[config.mk]
export PLATFORM = sky130hd
export DESIGN_NAME = ssmg_cell
export DESIGN_NICKNAME = d
export VERILOG_FILES = /design/src/hw/rtl/ssmg_pkg.sv /design/src/hw/rtl/ssmg_cell.sv
export SDC_FILE = /design/constraint.sdc
export NUM_CORES = 1
export LEC_CHECK = 0
export ABC_AREA = 1
export BUFFER_PORTS_ARGS = -buffer_cell sky130_fd_sc_hd__buf_4
export CAP_MARGIN = 20
export CORE_MARGIN = 10
export CORE_UTILIZATION = 49
export DETAILED_ROUTE_END_ITERATION = 10
export GPL_TIMING_DRIVEN = 0
export PLACE_DENSITY_LB_ADDON = 0.2
export SLEW_MARGIN = 20
export SYNTH_ARGS = -nofsm -noshare
export SYNTH_HDL_FRONTEND = slang
export SYNTH_SLANG_ARGS = --single-unit
[constraint.sdc]
create_clock -name i_clk -period 6.3 [get_ports i_clk]
set_input_delay 1.26 -clock i_clk [delete_from_list [all_inputs] [get_ports i_clk]]
set_output_delay 1.26 -clock i_clk [all_outputs]
set_load 0.05 [all_outputs]
[src/hw/rtl/ssmg_pkg.sv]
// Shared types, codes and helpers for the sorted-set minimum-gap block.
package ssmg_pkg;

    localparam int VALUE_W = 64;

    typedef enum logic {
        CMD_INSERT = 1'b0,
        CMD_REMOVE = 1'b1
    } t_cmd;

    typedef enum logic [1:0] {
        ST_DONE     = 2'd0,
        ST_FULL     = 2'd1,
        ST_DUP      = 2'd2,
        ST_NOTFOUND = 2'd3
    } t_status;

    typedef struct packed {
        logic               command;
        logic [VALUE_W-1:0] value;
    } t_in_item;

    typedef struct packed {
        logic [VALUE_W-1:0] min_gap;
        logic               has_gap;
        t_status            status;
    } t_out_item;

    typedef enum logic [2:0] {
        CELL_HOLD = 3'd0,
        CELL_CMP  = 3'd1,
        CELL_INS  = 3'd2,
        CELL_REM  = 3'd3,
        CELL_GAP  = 3'd4
    } t_cell_op;

    typedef struct packed {
        t_cell_op           op;
        logic [VALUE_W-1:0] key;
    } t_cell_ctrl;

    typedef struct packed {
        logic               vld;
        logic [VALUE_W-1:0] val;
    } t_gap;

    typedef enum logic [2:0] {
        S_IDLE  = 3'd0,
        S_CMP   = 3'd1,
        S_SHIFT = 3'd2,
        S_GAP   = 3'd3,
        S_TREE  = 3'd4,
        S_DONE  = 3'd5
    } t_state;

    // smaller of two gaps, ignoring invalid ones
    function automatic t_gap gap_min(t_gap a, t_gap b);
        t_gap r;
        if (!a.vld) begin
            r = b;
        end else if (!b.vld) begin
            r = a;
        end else if (b.val < a.val) begin
            r = b;
        end else begin
            r = a;
        end
        return r;
    endfunction

endpackage

[src/hw/rtl/ssmg_cell.sv]
// One cell of the sorted chain: holds one value, compares, shifts and forms its gap.
module ssmg_cell
    import ssmg_pkg::*;
(
    input  logic               i_clk,
    input  logic               i_rst_n,
    input  t_cell_ctrl         i_ctrl,
    input  logic [VALUE_W-1:0] i_left_val,
    input  logic               i_left_vld,
    input  logic               i_left_lt,
    input  logic [VALUE_W-1:0] i_right_val,
    input  logic               i_right_vld,
    output logic [VALUE_W-1:0] o_val,
    output logic               o_vld,
    output logic               o_lt,
    output logic               o_eq,
    output t_gap               o_gap
);

    logic [VALUE_W-1:0] r_val;
    logic               r_vld;
    logic               r_lt;
    logic               r_eq;
    logic [VALUE_W-1:0] r_gap_val;
    logic               r_gap_vld;

    // payload
    always_ff @(posedge i_clk) begin
        case (i_ctrl.op)
            CELL_INS: begin
                if (!r_lt) begin
                    r_val <= i_left_lt ? i_ctrl.key : i_left_val;
                end
            end
            CELL_REM: begin
                if (!r_lt) begin
                    r_val <= i_right_val;
                end
            end
            CELL_GAP: begin
                r_gap_val <= r_val - i_left_val;
            end
            default: begin
            end
        endcase
    end

    // control
    always_ff @(posedge i_clk) begin
        if (!i_rst_n) begin
            r_vld     <= 1'b0;
            r_lt      <= 1'b0;
            r_eq      <= 1'b0;
            r_gap_vld <= 1'b0;
        end else begin
            case (i_ctrl.op)
                CELL_CMP: begin
                    r_lt <= r_vld && (r_val < i_ctrl.key);
                    r_eq <= r_vld && (r_val == i_ctrl.key);
                end
                CELL_INS: begin
                    // new key lands in the first cell not below it; the rest move right
                    if (!r_lt) begin
                        r_vld <= i_left_lt ? 1'b1 : i_left_vld;
                    end
                end
                CELL_REM: begin
                    if (!r_lt) begin
                        r_vld <= i_right_vld;
                    end
                end
                CELL_GAP: begin
                    r_gap_vld <= r_vld && i_left_vld;
                end
                default: begin
                end
            endcase
        end
    end

    assign o_val     = r_val;
    assign o_vld     = r_vld;
    assign o_lt      = r_lt;
    assign o_eq      = r_eq;
    assign o_gap.vld = r_gap_vld;
    assign o_gap.val = r_gap_val;

endmodule

Yosys cells after proc, flatten, opt, wreduce, memory -nomap -nowiden
Cells that the tools add are included.
{"block": "totals", "latch_bits": 0, "reg_bits": 132, "output_inout_bits": 132, "n_memories": 0, "mem_bits_rw": 0, "mem_bits_ro": 0, "word_cells": 28, "input_bits": 200}
{"block": "op_classes", "shift": 0, "n_bitwise": 0, "mux": 8, "multipliers": 0, "addsub": 1, "eq_ne": 7, "reduce_logical": 5, "n_lt_le_gt_ge": 1, "div": 0}
{"op": "$mux W64", "count": 3}
{"op": "$pmux W64 S2", "count": 1}
{"op": "$eq A64 B64 Y1", "count": 1}
{"op": "$lt A64 B64 Y1", "count": 1}
{"op": "$sub A64 B64 Y64", "count": 1}
{"op": "$eq A3 B2 Y1 const B", "count": 2}
{"op": "$ne A2 B2 Y1 const B", "count": 2}
{"op": "$eq A3 B1 Y1 const B", "count": 1}
{"op": "$eq A3 B3 Y1 const B", "count": 1}
{"op": "$logic_and A1 B1 Y1", "count": 3}
{"op": "$mux W1", "count": 3}
{"op": "$reduce_and A3 Y1", "count": 1}
{"op": "$pmux W1 S2", "count": 1}
{"op": "$reduce_bool A2 Y1", "count": 1}

Depth between registers and ports, before layout
Gate-level depths: netlist of run 1.
{"block": "depth", "word_depth": 3, "mapped_depth": 16, "mapped_depth_nobuf": 16}

Worst setup path after synthesis of run 1
Ideal clock, no wire load.
{"block": "synth_timing", "kind": "input-to-reg", "start": "input i_ctrl[66] in the netlist's numbering", "end": "register r_vld (netlist: o_vld)", "setup_time_ps": 92, "path_slack_ps": -158, "required_time_ps": 6208, "arrival_ps": 6366, "path_stages": 3, "n_path_buf": 0, "cell_sequence": "nor3_1 -> o21ai_0 -> a31oi_1"}
{"block": "synth_via", "elab_chain_cells": 3, "word_cells_on_any_way": 7, "cone_classes": "eq/ne: 4; mux: 1; reduce/logical: 2"}
{"element": "from (decl)", "line": "ssmg_cell.sv:7", "rtl": "input t_cell_ctrl i_ctrl,"}
{"element": "$eq A3 B2 Y1", "line": "ssmg_cell.sv:56", "rtl": "case (i_ctrl.op)"}
{"element": "$ne A2 B2 Y1 (no source line) / $reduce_bool A2 Y1 (equally long branches)"}
{"element": "$reduce_and A3 Y1 (no source line)"}
{"element": "to (signal assigned)", "line": "ssmg_cell.sv:64", "rtl": "r_vld <= i_left_lt ? 1'b1 : i_left_vld;"}
{"element": "to (signal assigned)", "line": "ssmg_cell.sv:69", "rtl": "r_vld <= i_right_vld;"}
{"element": "to (decl)", "line": "ssmg_cell.sv:21", "rtl": "logic r_vld;"}
Parallel ways exist; a longest one is shown, timed or not.
A chain may end at the register's enable or synchronous reset.

Worst setup path after layout of run 1
{"block": "layout_timing", "start": "input i_left_val[0]", "end": "register r_gap_val[58], data pin"}
{"block": "layout_via", "elab_chain_cells": 1}
{"element": "from (decl)", "line": "ssmg_cell.sv:8", "rtl": "input logic [VALUE_W-1:0] i_left_val,"}
{"element": "$sub A64 B64 Y64", "line": "ssmg_cell.sv:41", "rtl": "r_gap_val <= r_val - i_left_val;"}
{"element": "to (signal assigned)", "line": "ssmg_cell.sv:41"}
{"element": "to (decl)", "line": "ssmg_cell.sv:24", "rtl": "logic [VALUE_W-1:0] r_gap_val;"}
Every way passes these cells.

==> results of run 1 <==
==> metrics by stage <==
stage	instances	util (%)	hold slack (ns)	worst slack, ns
final	2515	64.0	0.478	3.04
after global placement	2476	61.0	0.456	0.118
after CTS	2514	64.0	0.483	3.11
after global routing	2514	64.0	0.506	2.91
after floorplan	1816	-	0.452	1.70
after detailed placement	2482	61.5	0.473	2.66
==> kinds of logic after synthesis <==
kind of cell / synth area share [%]
AND/OR/NAND/NOR: 27.4
buffers and inverters: 10.8
AO/OA/AOI/OAI: 14.2
flip-flops: 31.8
adder cells (fa/ha/maj): 13.0
XOR/XNOR: 2.84
==> how the worst min path moves through the flow <==
stage | end | slack [ns] | cells after the start
after global placement | o_eq$_SDFFE_PN0N_ | 0.46 | 2
after CTS | o_eq$_SDFFE_PN0N_ | 0.48 | 2
after global routing | r_gap_vld$_SDFFE_PN0N_ | 0.51 | 2
after floorplan | r_gap_vld$_SDFFE_PN0N_ | 0.45 | 2
after detailed placement | o_eq$_SDFFE_PN0N_ | 0.47 | 2
final | o_eq$_SDFFE_PN0N_ | 0.48 | 2
==> state kept, by name, indices dropped and copies added (netlist names) <==
register	cells
r_gap_vld	1
o_vld	1
o_lt	1
o_eq	1
r_gap_val	64
o_val	64
==> report_power, final <==
group | total (mW) | switching (mW) | internal [mW]
clock | 1.09 | 0.487 | 0.604
combinational | 1.08 | 0.716 | 0.367
sequential | 1.07 | 0.0315 | 1.04
==> final cells by class <==
| cell class | count | area [um^2] |
|---|---|---|
| clock buffers | 17 | 425 |
| plain buffers | 29 | 128 |
| well taps | 330 | 413 |
| repair buffers | 336 | 2580 |
| fillers | 2330 | 8990 |
| diodes | 1 | 2.50 |
| clock inverters | 15 | 181 |
| inverters | 320 | 1200 |
| flip-flops and latches | 132 | 3920 |
| multi-input cells | 1335 | 7110 |
==> worst reg2reg max path, cell delays in order (launching register included) <==
cell and delay (ns):
edfxtp_1 0.45, ha_1 0.41, a21oi_1 0.44, o21ai_0 0.23, nand2_1 0.10, nand2_1 0.09, nand2_1 0.08, nand2_1 0.08
a21oi_1 0.40, nand2_1 0.11, nand2_1 0.08, nand2_1 0.05
==> metal layers <==
metal  track usage [%]  routed length (um)  vias up
li1                  -                   -     6591
met1              41.1               21400     6355
met2              47.0               21900      688
met3              6.63                4640       60
met4              7.75                1000        2
met5                 0                   9        -
==> Yosys cell counts, drive strengths merged <==
master,instances,area share [%]
xor2,38,2.7
clkbuf,16,0.49
nor3,16,0.65
nand3,73,3.2
fa,1,0.16
o21a,7,0.43
nand2,571,18
nor4,5,0.25
inv,320,9.7
nand3b,2,0.12
a21oi,121,4.9
o21ai,184,7.5
nand4,13,0.66
o21bai,15,0.94
o31ai,1,0.061
a21o,4,0.24
a21boi,1,0.061
a31oi,1,0.051
xnor2,2,0.14
dfxtp,4,0.65
ha,127,13
edfxtp,128,31
nor2,153,4.8
buf,13,0.55
==> metrics, run 1 <==
status=finished, final reports clean; clock skew=0.0194 ns; most frequent cells in the layout=555 x nand2_1, 331 x buf_4, 320 x inv_1; cell count after synthesis=1816; initial antenna violation count=1; Post-CTS Resized=0; Slew headroom=39.5%; Worst Path Buf+Inv=2; DR vias=13700; minimum clock period after layout=3.26 ns; Register-to-Register Path Depth=11; die width=179 um; Longest Clk Path Bufs=2; total power=3.25 mW; CP required=6.50 ns; critical path class=in2reg; First-pass DRT Iterations=6; initial core utilization=49.4%; Synth-to-Final Area Change=29.4%; clk slew on worst S/H paths=0.08 ns; FF-to-FF setup slack=3.55 ns; Final Hold Vio Count=0; CP Max Fanout=5; CP Launch Type=input pin; Worst Hold Class=reg2reg; Levels on crit path=15; Syn Std Cell Area=12300 um^2; first-pass GRT wire length=74000 um; IO Count=332; dpl hpwl=41400 um; critical path cell sequence=buf_4 -> ha_1 -> fa_1 -> inv_1 -> nand3_1 -> nand2_2 -> nand2_2 -> nand2_2 -> nand2_1 -> nand2_2 -> nand3_2 -> nand2_2 -> nand2_1 -> nand3_1 -> nand2_1; VDD IR max=0.170 mV; Buffers on Ports=330; crit-path leading delay family=simple AND/OR/NAND/NOR gates; Netlist cell types=32; clk_lat worst skew=0.45 ns; actual slew at the worst max-slew pin=0.908 ns; number of CTS-inserted buffers=17; antenna-violating nets left=0; Core ar.=25000 um^2; post-route setup TNS=0 ns; pin count of the biggest net entering global routing=33; Top cell by count, worst path=nand2_2; share of layout cells above drive strength 1=18.9%; drt via density=5.45; critical path's largest stage delay=0.44 ns; row count=58; min-delay src=o_eq$_SDFFE_PN0N_; vias in the first global route=13500; commonest non-fill, non-tap cell in the layout=nand2_1; Final Max Tran Viols=0; CTS tree=built; total setup buffers inserted after CTS=0; Yosys reg bits=132; slowest stage cell on the critical path=fa_1; Synth warnings=0; gpl congestion=0.967; Post-Syn Nets=2144; Routed WL=49000 um; endpoint of the worst register-to-register path=r_gap_val[58]$_DFFE_PN_; overall global routing resource usage=30.0%; RSZ-0062 raised after global routing=no; clk sinks=132; nets@finish=2499; clock root buffer=clkbuf_16; syn avg cell area=6.80 um^2; H-tree levels=4; Final Cycle Share=51.7%; Cell Pwr Density=203 nW/um^2; fin area=16000 um^2; Setup crit end kind=register; Critical R2R Launch=o_val[29]$_DFFE_PP_; max-cap viol count=0; end of the critical path=r_gap_val[58]$_DFFE_PN_; Setup violations, final=0; DRC Markers=0; initial DRC count=1241; Die Footprint=31900 um^2; P_leak=8.09 nW; register area share after synthesis=31.8%; DIE HEIGHT=179 um; CP arrival=3.46 ns; maximum achievable frequency=307 MHz; dpl cell area=15400 um^2; hold buffers post-CTS=0; WL per Instance=19.5 um; global route total overflow=0; origin of the worst setup path=i_left_val[0]
Note: power is estimated with default switching activity, not from simulation.
==> run 2: changes to the inputs <==
Settings changed: ABC_AREA 1 to 0, CORE_UTILIZATION 49 to 48.
Clock period 6.3 ns to 2.63 ns, I/O delays scaled along.
==> run 2 against run 1 <==
Compared with the run above: the flow now finishes with violations (setup timing); clock-buffer cell count rose by 2; sequential power increased by 140%; hold slack worse by 0.11 ns; wire length decreased by 15%; critical path depth down 3; register-to-register slack worse by 4.1 ns; final cell count fell by 21%; synthesized area down 9.4%; cell area up 4.2%; via count decreased by 18%; clock skew fell by 0.0083 ns; non-clock buffer count rose by 111.
==> metrics, run 2 <==
top post-synthesis cells by count=159 x a21oi_1, 145 x inv_1, 128 x edfxtp_1; Synth warnings=0 (unchanged); most frequent cells in the layout=416 x buf_4, 143 x inv_1, 134 x a21oi_1; CP arrival=3.35 ns (-0.11 ns); share of the synthesized area in the top cell type=34.4% (+3.2 points); IO Count=332 (unchanged); Setup crit end kind=register; Setup violations, final=36 (+36); crit-path leading delay family=compound AO/OA/AOI/OAI gates; DRC Markers=0 (unchanged); Final Cycle Share=121%; Post-Syn Nets=1550 (-28%); Longest Clk Path Bufs=2 (unchanged); Final Core Density=73.1% (+9.1 points); clk slew on worst S/H paths=0.06 ns (-0.02 ns); asr flop ratio synth=0% (unchanged); Routed WL=41400 um (-15%); global route total overflow=0 (unchanged); CP required=2.80 ns (-3.70 ns); initial DRC count=891 (-28%); Die Footprint=29800 um^2 (-6.7%); clk sinks=132 (unchanged); dpl hpwl=31700 um (-24%); WL per Instance=20.8 um (+6.7%); Buffers on Ports=331 (+0.30%); pre-CTS setup slack=-0.952 ns (-3.61 ns); failing checks=setup timing; Netlist cell types=85 (+170%); clock root buffer=clkbuf_16; Core ar.=22800 um^2 (-8.8%); hold buffers post-CTS=0 (unchanged); fillers=1664 (-29%); DIE HEIGHT=173 um (-3.4%); H-tree levels=4 (unchanged); Yosys reg bits=132 (unchanged); DR vias=11200 (-18%); Antenna diodes=0 (-1); row count=55 (-5.2%); VDD IR max=0.401 mV (+140%); antenna-violating nets left=0 (unchanged); most common cell in the netlist=a21oi_1; vias in the first global route=11200 (-17%); post-synth top area cell=edfxtp_1; slowest stage cell on the critical path=a2111oi_4; actual slew at the worst max-slew pin=1.19 ns (+0.278 ns); dpl cell area=14400 um^2 (-6.2%); Worst Hold Class=in2reg; Final Hold Vio Count=0 (unchanged); nets@finish=1997 (-20%); Non-Filler Instances=1995 (-21%); CP Max Fanout=4 (-1); clk_lat worst skew=0.42 ns (-0.03 ns); Synth area leaders=edfxtp_1 34%, ha_1 14%, a21oi_1 7.1%; Syn Std Cell Area=11200 um^2 (-9.4%); clock skew=0.0111 ns (-0.00829 ns); Cell Pwr Density=499 nW/um^2 (+150%); CP Launch Type=register; maximum achievable frequency=315 MHz; cell count after synthesis=1222 (-33%); share of layout cells above drive strength 1=37.1% (+18 points); total power=8.31 mW (+160%); syn avg cell area=9.15 um^2 (+35%); Final Max Tran Viols=0 (unchanged); First-pass DRT Iterations=6 (unchanged); Worst Path Buf+Inv=1 (-1); Placed Cells=1875 (-24%); overall global routing resource usage=25.5% (-4.5 points); critical path class=reg2reg; Primary FF master, synth=edfxtp_1; CTS tree=built; critical path cell sequence=inv_2 -> ha_4 -> fa_2 -> and2b_2 -> o2111ai_4 -> a2111oi_4 -> o31ai_4 -> nor3_4 -> o211ai_4 -> a21oi_4 -> nand4_1 -> and4_1; Synth-to-Final Area Change=48.8%; Slew headroom=21.0% (-19 points); number of CTS-inserted buffers=17 (unchanged); fin area=16600 um^2 (+4.2%); EDFF count, synth=128 (unchanged); initial antenna violation count=0 (-1); commonest non-fill, non-tap cell in the layout=buf_4; die width=173 um (-3.4%); register area share after synthesis=35.1% (+3.3 points); P_leak=7.72 nW (-4.5%); RSZ-0062 raised after global routing=yes; first-pass GRT wire length=61400 um (-17%); pin count of the biggest net entering global routing=17 (-48%); drt via density=5.62 (+3.1%); status=finished, violations left; critical path's largest stage delay=0.46 ns (+0.02 ns); minimum clock period after layout=3.17 ns; max-cap viol count=0 (unchanged); gpl congestion=0.891 (-7.9%); Setup WS post-layout=-0.543 ns (-3.58 ns); initial core utilization=49.1% (-0.35 points)
[run 2: cell types whose count changed in the layout (fill, tap and decap cells not counted), sizes merged, moves of 33 or more]
cell   delta
a21o     +46
a21oi    +44
buf     +102
inv     -184
mux2i    +65
nand2   -504
nand3    -61
nor2     -35
o21ai   -146
xnor2    +33
[run 2: per-layer routing]
layer	global-route usage, %	wire length, um
met1	30.5	17000
met2	44.4	20600
met3	5.45	2800
met4	8.30	1060
met5	0	0
[run 2: layout make-up]
type	instances	area [um^2]	share of cell area (%)
Tap cell	313	392	2.35
Timing Repair Buffer	436	3370	20.3
Clock buffer	19	433	2.60
Buffer	40	215	1.29
Inverter	145	544	3.27
Multi-Input combinational cell	897	7530	45.3
Sequential cell	132	3930	23.6
Clock inverter	13	229	1.38
[run 2: worst register-to-register path, cell delays in order (launching register included)]
cell	delay, ns
edfxtp_1	0.37
inv_2	0.07
ha_4	0.16
fa_2	0.34
and2b_2	0.26
o2111ai_4	0.17
a2111oi_4	0.47
o31ai_4	0.14
nor3_4	0.26
o211ai_4	0.15
a21oi_4	0.21
nand4_1	0.11
and4_1	0.22
[run 2: final timing paths]
kind	cells after the start	slack, ns	end	startpoint
hold / removal	2	0.37	o_eq$_SDFFE_PN0N_	i_rst_n
setup / recovery	12	-0.54	r_gap_val[58]$_DFFE_PN_	o_val[0]$_DFFE_PP_
hold reg to reg	2	0.52	o_lt$_SDFFE_PN0N_	o_lt$_SDFFE_PN0N_
setup reg to reg	12	-0.54	r_gap_val[58]$_DFFE_PN_	o_val[0]$_DFFE_PP_
[run 2: report_power, final]
part           total (mW)  internal (mW)  switching [mW]  leakage, nW
combinational        2.94           1.27            1.67         6.18
clock                2.80           1.78            1.01        0.323
sequential           2.57           2.50          0.0743         1.22
total                8.31           5.55            2.76         7.72
[run 2: logic make-up (layout without fill, tap and decap cells)]
| kind of cell | count (synthesis) | in the layout | share of synthesized area, % |
|---|---|---|---|
| compound gates | 339 | 339 | 20.0 |
| xor+xnor | 60 | 60 | 4.70 |
| fa+ha+maj | 128 | 128 | 14.4 |
| buf+inv | 193 | 653 | 6.70 |
| flops | 132 | 132 | 35.1 |
| mux | 66 | 66 | 5.92 |
| simple gates | 304 | 304 | 13.2 |
[run 2: repair_timing]
item	in CTS	in global routing
resized for setup	103	59
setup endpoints to repair	40	40
pin swaps	54	47
buffers inserted	63	37
[run 2: through the flow]
step           setup TNS, ns  hold slack, ns
4_1_cts                -8.17           0.356
5_1_grt               -13.93           0.381
3_3_place_gp         -176.81           0.459
2_1_floorplan         -11.54           0.450
6_report              -10.12           0.368
3_5_place_dp          -30.94           0.509
==> run 3: changes to the inputs <==
Settings changed: CELL_PAD_IN_SITES_DETAIL_PLACEMENT set to 0, CELL_PAD_IN_SITES_GLOBAL_PLACEMENT set to 1, CORE_UTILIZATION 48 to 36, TNS_END_PERCENT set to 10.
==> run 3 against run 2 <==
Compared with the run above: via count down 5.9%; critical path type unchanged; non-clock buffer count decreased by 32; sequential power barely moved; the flow still finishes with violations (setup timing); die area is 29% higher; cell area is 3.6% lower; clock skew is essentially flat.
==> metrics, run 3 (synthesis results as in run 2) <==
critical path class=reg2reg; Longest Clk Path Bufs=2 (unchanged); Final Hold Vio Count=0 (unchanged); dpl hpwl=33200 um (+4.9%); Routed WL=41100 um (-0.86%); FF-to-FF setup slack=-0.59 ns (-0.05 ns); nets@finish=1965 (-1.6%); VDD IR max=0.417 mV (+4.1%); M2 GR Usage=34.7% (-9.8 points); initial core utilization=36.6% (-13 points); Global Route met3 Usage=5.40% (-0.040 points); DIE HEIGHT=196 um (+14%); die width=196 um (+14%); Buffers on Ports=331 (unchanged); Setup violations, final=35 (-2.8%); clk_lat worst skew=0.43 ns (about the same); clock root buffer=clkbuf_16; CP arrival=3.39 ns (+0.04 ns); gpl congestion=0.861 (-3.4%); Worst Hold Class=in2reg; dpl cell area=14300 um^2 (-0.55%); clk sinks=132 (unchanged); initial antenna violation count=0 (unchanged); DR vias=10500 (-5.9%); CTS tree=built; pin count of the biggest net entering global routing=17 (unchanged); WL per Instance=20.1 um (-3.3%); most frequent cells in the layout=389 x buf_4, 143 x inv_1, 142 x a21oi_1; P_leak=7.45 nW (-3.6%); commonest non-fill, non-tap cell in the layout=buf_4; antenna-violating nets left=0 (unchanged); Die Footprint=38500 um^2 (+29%); Setup WS post-layout=-0.589 ns (-0.0458 ns); Core ar.=30600 um^2 (+34%); FF+latch area=3930 um^2 (unchanged); actual slew at the worst max-slew pin=1.14 ns (-0.0483 ns); Slew headroom=23.5% (+2.5 points); clk slew on worst S/H paths=0.06 ns (about the same); number of CTS-inserted buffers=17 (unchanged); CP required=2.80 ns (about the same); maximum achievable frequency=311 MHz (-1.4%); failing checks=setup timing; grt peak-use layer=met2; row count=64 (+16%); total power=7.72 mW (-7.0%); clock skew=0.0113 ns (+0.000254 ns); met1 Use GR=25.7% (-4.8 points); initial DRC count=576 (-35%); CP Max Fanout=4 (unchanged); RSZ-0062 raised after global routing=yes; DRC Markers=0 (unchanged); area of the multi-input gates=7210 um^2 (-4.4%); overall global routing resource usage=20.6% (-4.9 points); share of layout cells above drive strength 1=33.7% (-3.4 points); Cell Pwr Density=481 nW/um^2 (-3.6%); First-pass DRT Iterations=5 (-1); fin area=16000 um^2 (-3.6%); pre-CTS setup slack=-1.04 ns (-0.0888 ns); drt via density=5.15 (-8.3%); status=finished, violations left; Synth-to-Final Area Change=43.5%; Final Max Tran Viols=0 (unchanged); CP Launch Type=register; vias in the first global route=11100 (-0.48%); Final Cycle Share=122% (+1.7 points); IO Count=332 (unchanged); post-route setup TNS=-10.53 ns (-0.411 ns); minimum clock period after layout=3.22 ns (+0.0458 ns); global route total overflow=0 (unchanged); H-tree levels=4 (unchanged); Setup crit end kind=register; Antenna diodes=0 (unchanged); fillers=2955 (+78%); first-pass GRT wire length=63100 um (+2.8%); max-cap viol count=0 (unchanged)
## run 3: changes by cell type in the layout (fill, tap and decap cells not counted), moves of 4 or more
cell / change
buf_6: -6
bufinv_16: -4
buf_4: -27
a21oi_2: -6
xnor2_1: +4
ha_4: -7
ha_1: +5
xnor2_2: -4
a21oi_1: +8
## run 3: area by class of cell
| cell class | count | area share, % |
|---|---|---|
| timing repair buffer | 400 | 19.1 |
| buffer | 44 | 1.49 |
| tap | 396 | 3.09 |
| clock inverter | 13 | 0.842 |
| multi-input combinational | 897 | 44.9 |
| sequential | 132 | 24.5 |
| clock buffer | 19 | 2.70 |
| inverter | 145 | 3.39 |
## run 3: worst paths after layout
| check | start | end | depth (start not counted) |
|---|---|---|---|
| worst max-delay path | o_val[0]$_DFFE_PP_ | r_gap_val[58]$_DFFE_PN_ | 12 |
| worst min-delay path | i_rst_n | o_eq$_SDFFE_PN0N_ | 2 |
| worst max register to register | o_val[0]$_DFFE_PP_ | r_gap_val[58]$_DFFE_PN_ | 12 |
| worst min register to register | r_gap_vld$_SDFFE_PN0N_ | r_gap_vld$_SDFFE_PN0N_ | 2 |
## run 3: critical path: stages, from the launching register on
cell and delay, ns:
edfxtp_1 0.39, inv_2 0.10, ha_4 0.13, fa_2 0.19, and2b_2 0.24, o2111ai_4 0.29, a2111oi_4 0.15, o31ai_4 0.39
nor3_4 0.09, o211ai_2 0.26, a21oi_2 0.11, or4_1 0.39, and4_1 0.21
## run 3: through the flow
stage / hold slack [ns] / cells / utilization, %
final: 0.388 / 2046 / 52.5
after global routing: 0.386 / 2046 / 52.5
after global placement: 0.489 / 1949 / 46.4
after floorplan: 0.455 / 1222 / -
after CTS: 0.366 / 2027 / 51.6
after detailed placement: 0.490 / 1959 / 46.8
## run 3: power by group
| group | internal (mW) | switching [mW] | total, mW |
|---|---|---|---|
| Clock | 1.39 | 1.03 | 2.42 |
| Sequential | 2.50 | 0.0727 | 2.57 |
| Combinational | 1.15 | 1.58 | 2.73 |
| Total | 5.05 | 2.68 | 7.72 |
## run 3: repair_timing
action                                  4_1_cts  5_1_grt
endpoints found under the setup margin       42       41
hold buffers                                  0        0
pin swaps                                    35       20
gates resized for setup                     108       30
setup buffers                                40       19
## run 3: routing by layer
metal / vias to the layer above / routed length [um]
li1: 5247 / -
met1: 4962 / 18100
met2: 299 / 19900
met3: 28 / 2480
met4: 0 / 579
met5: - / 0
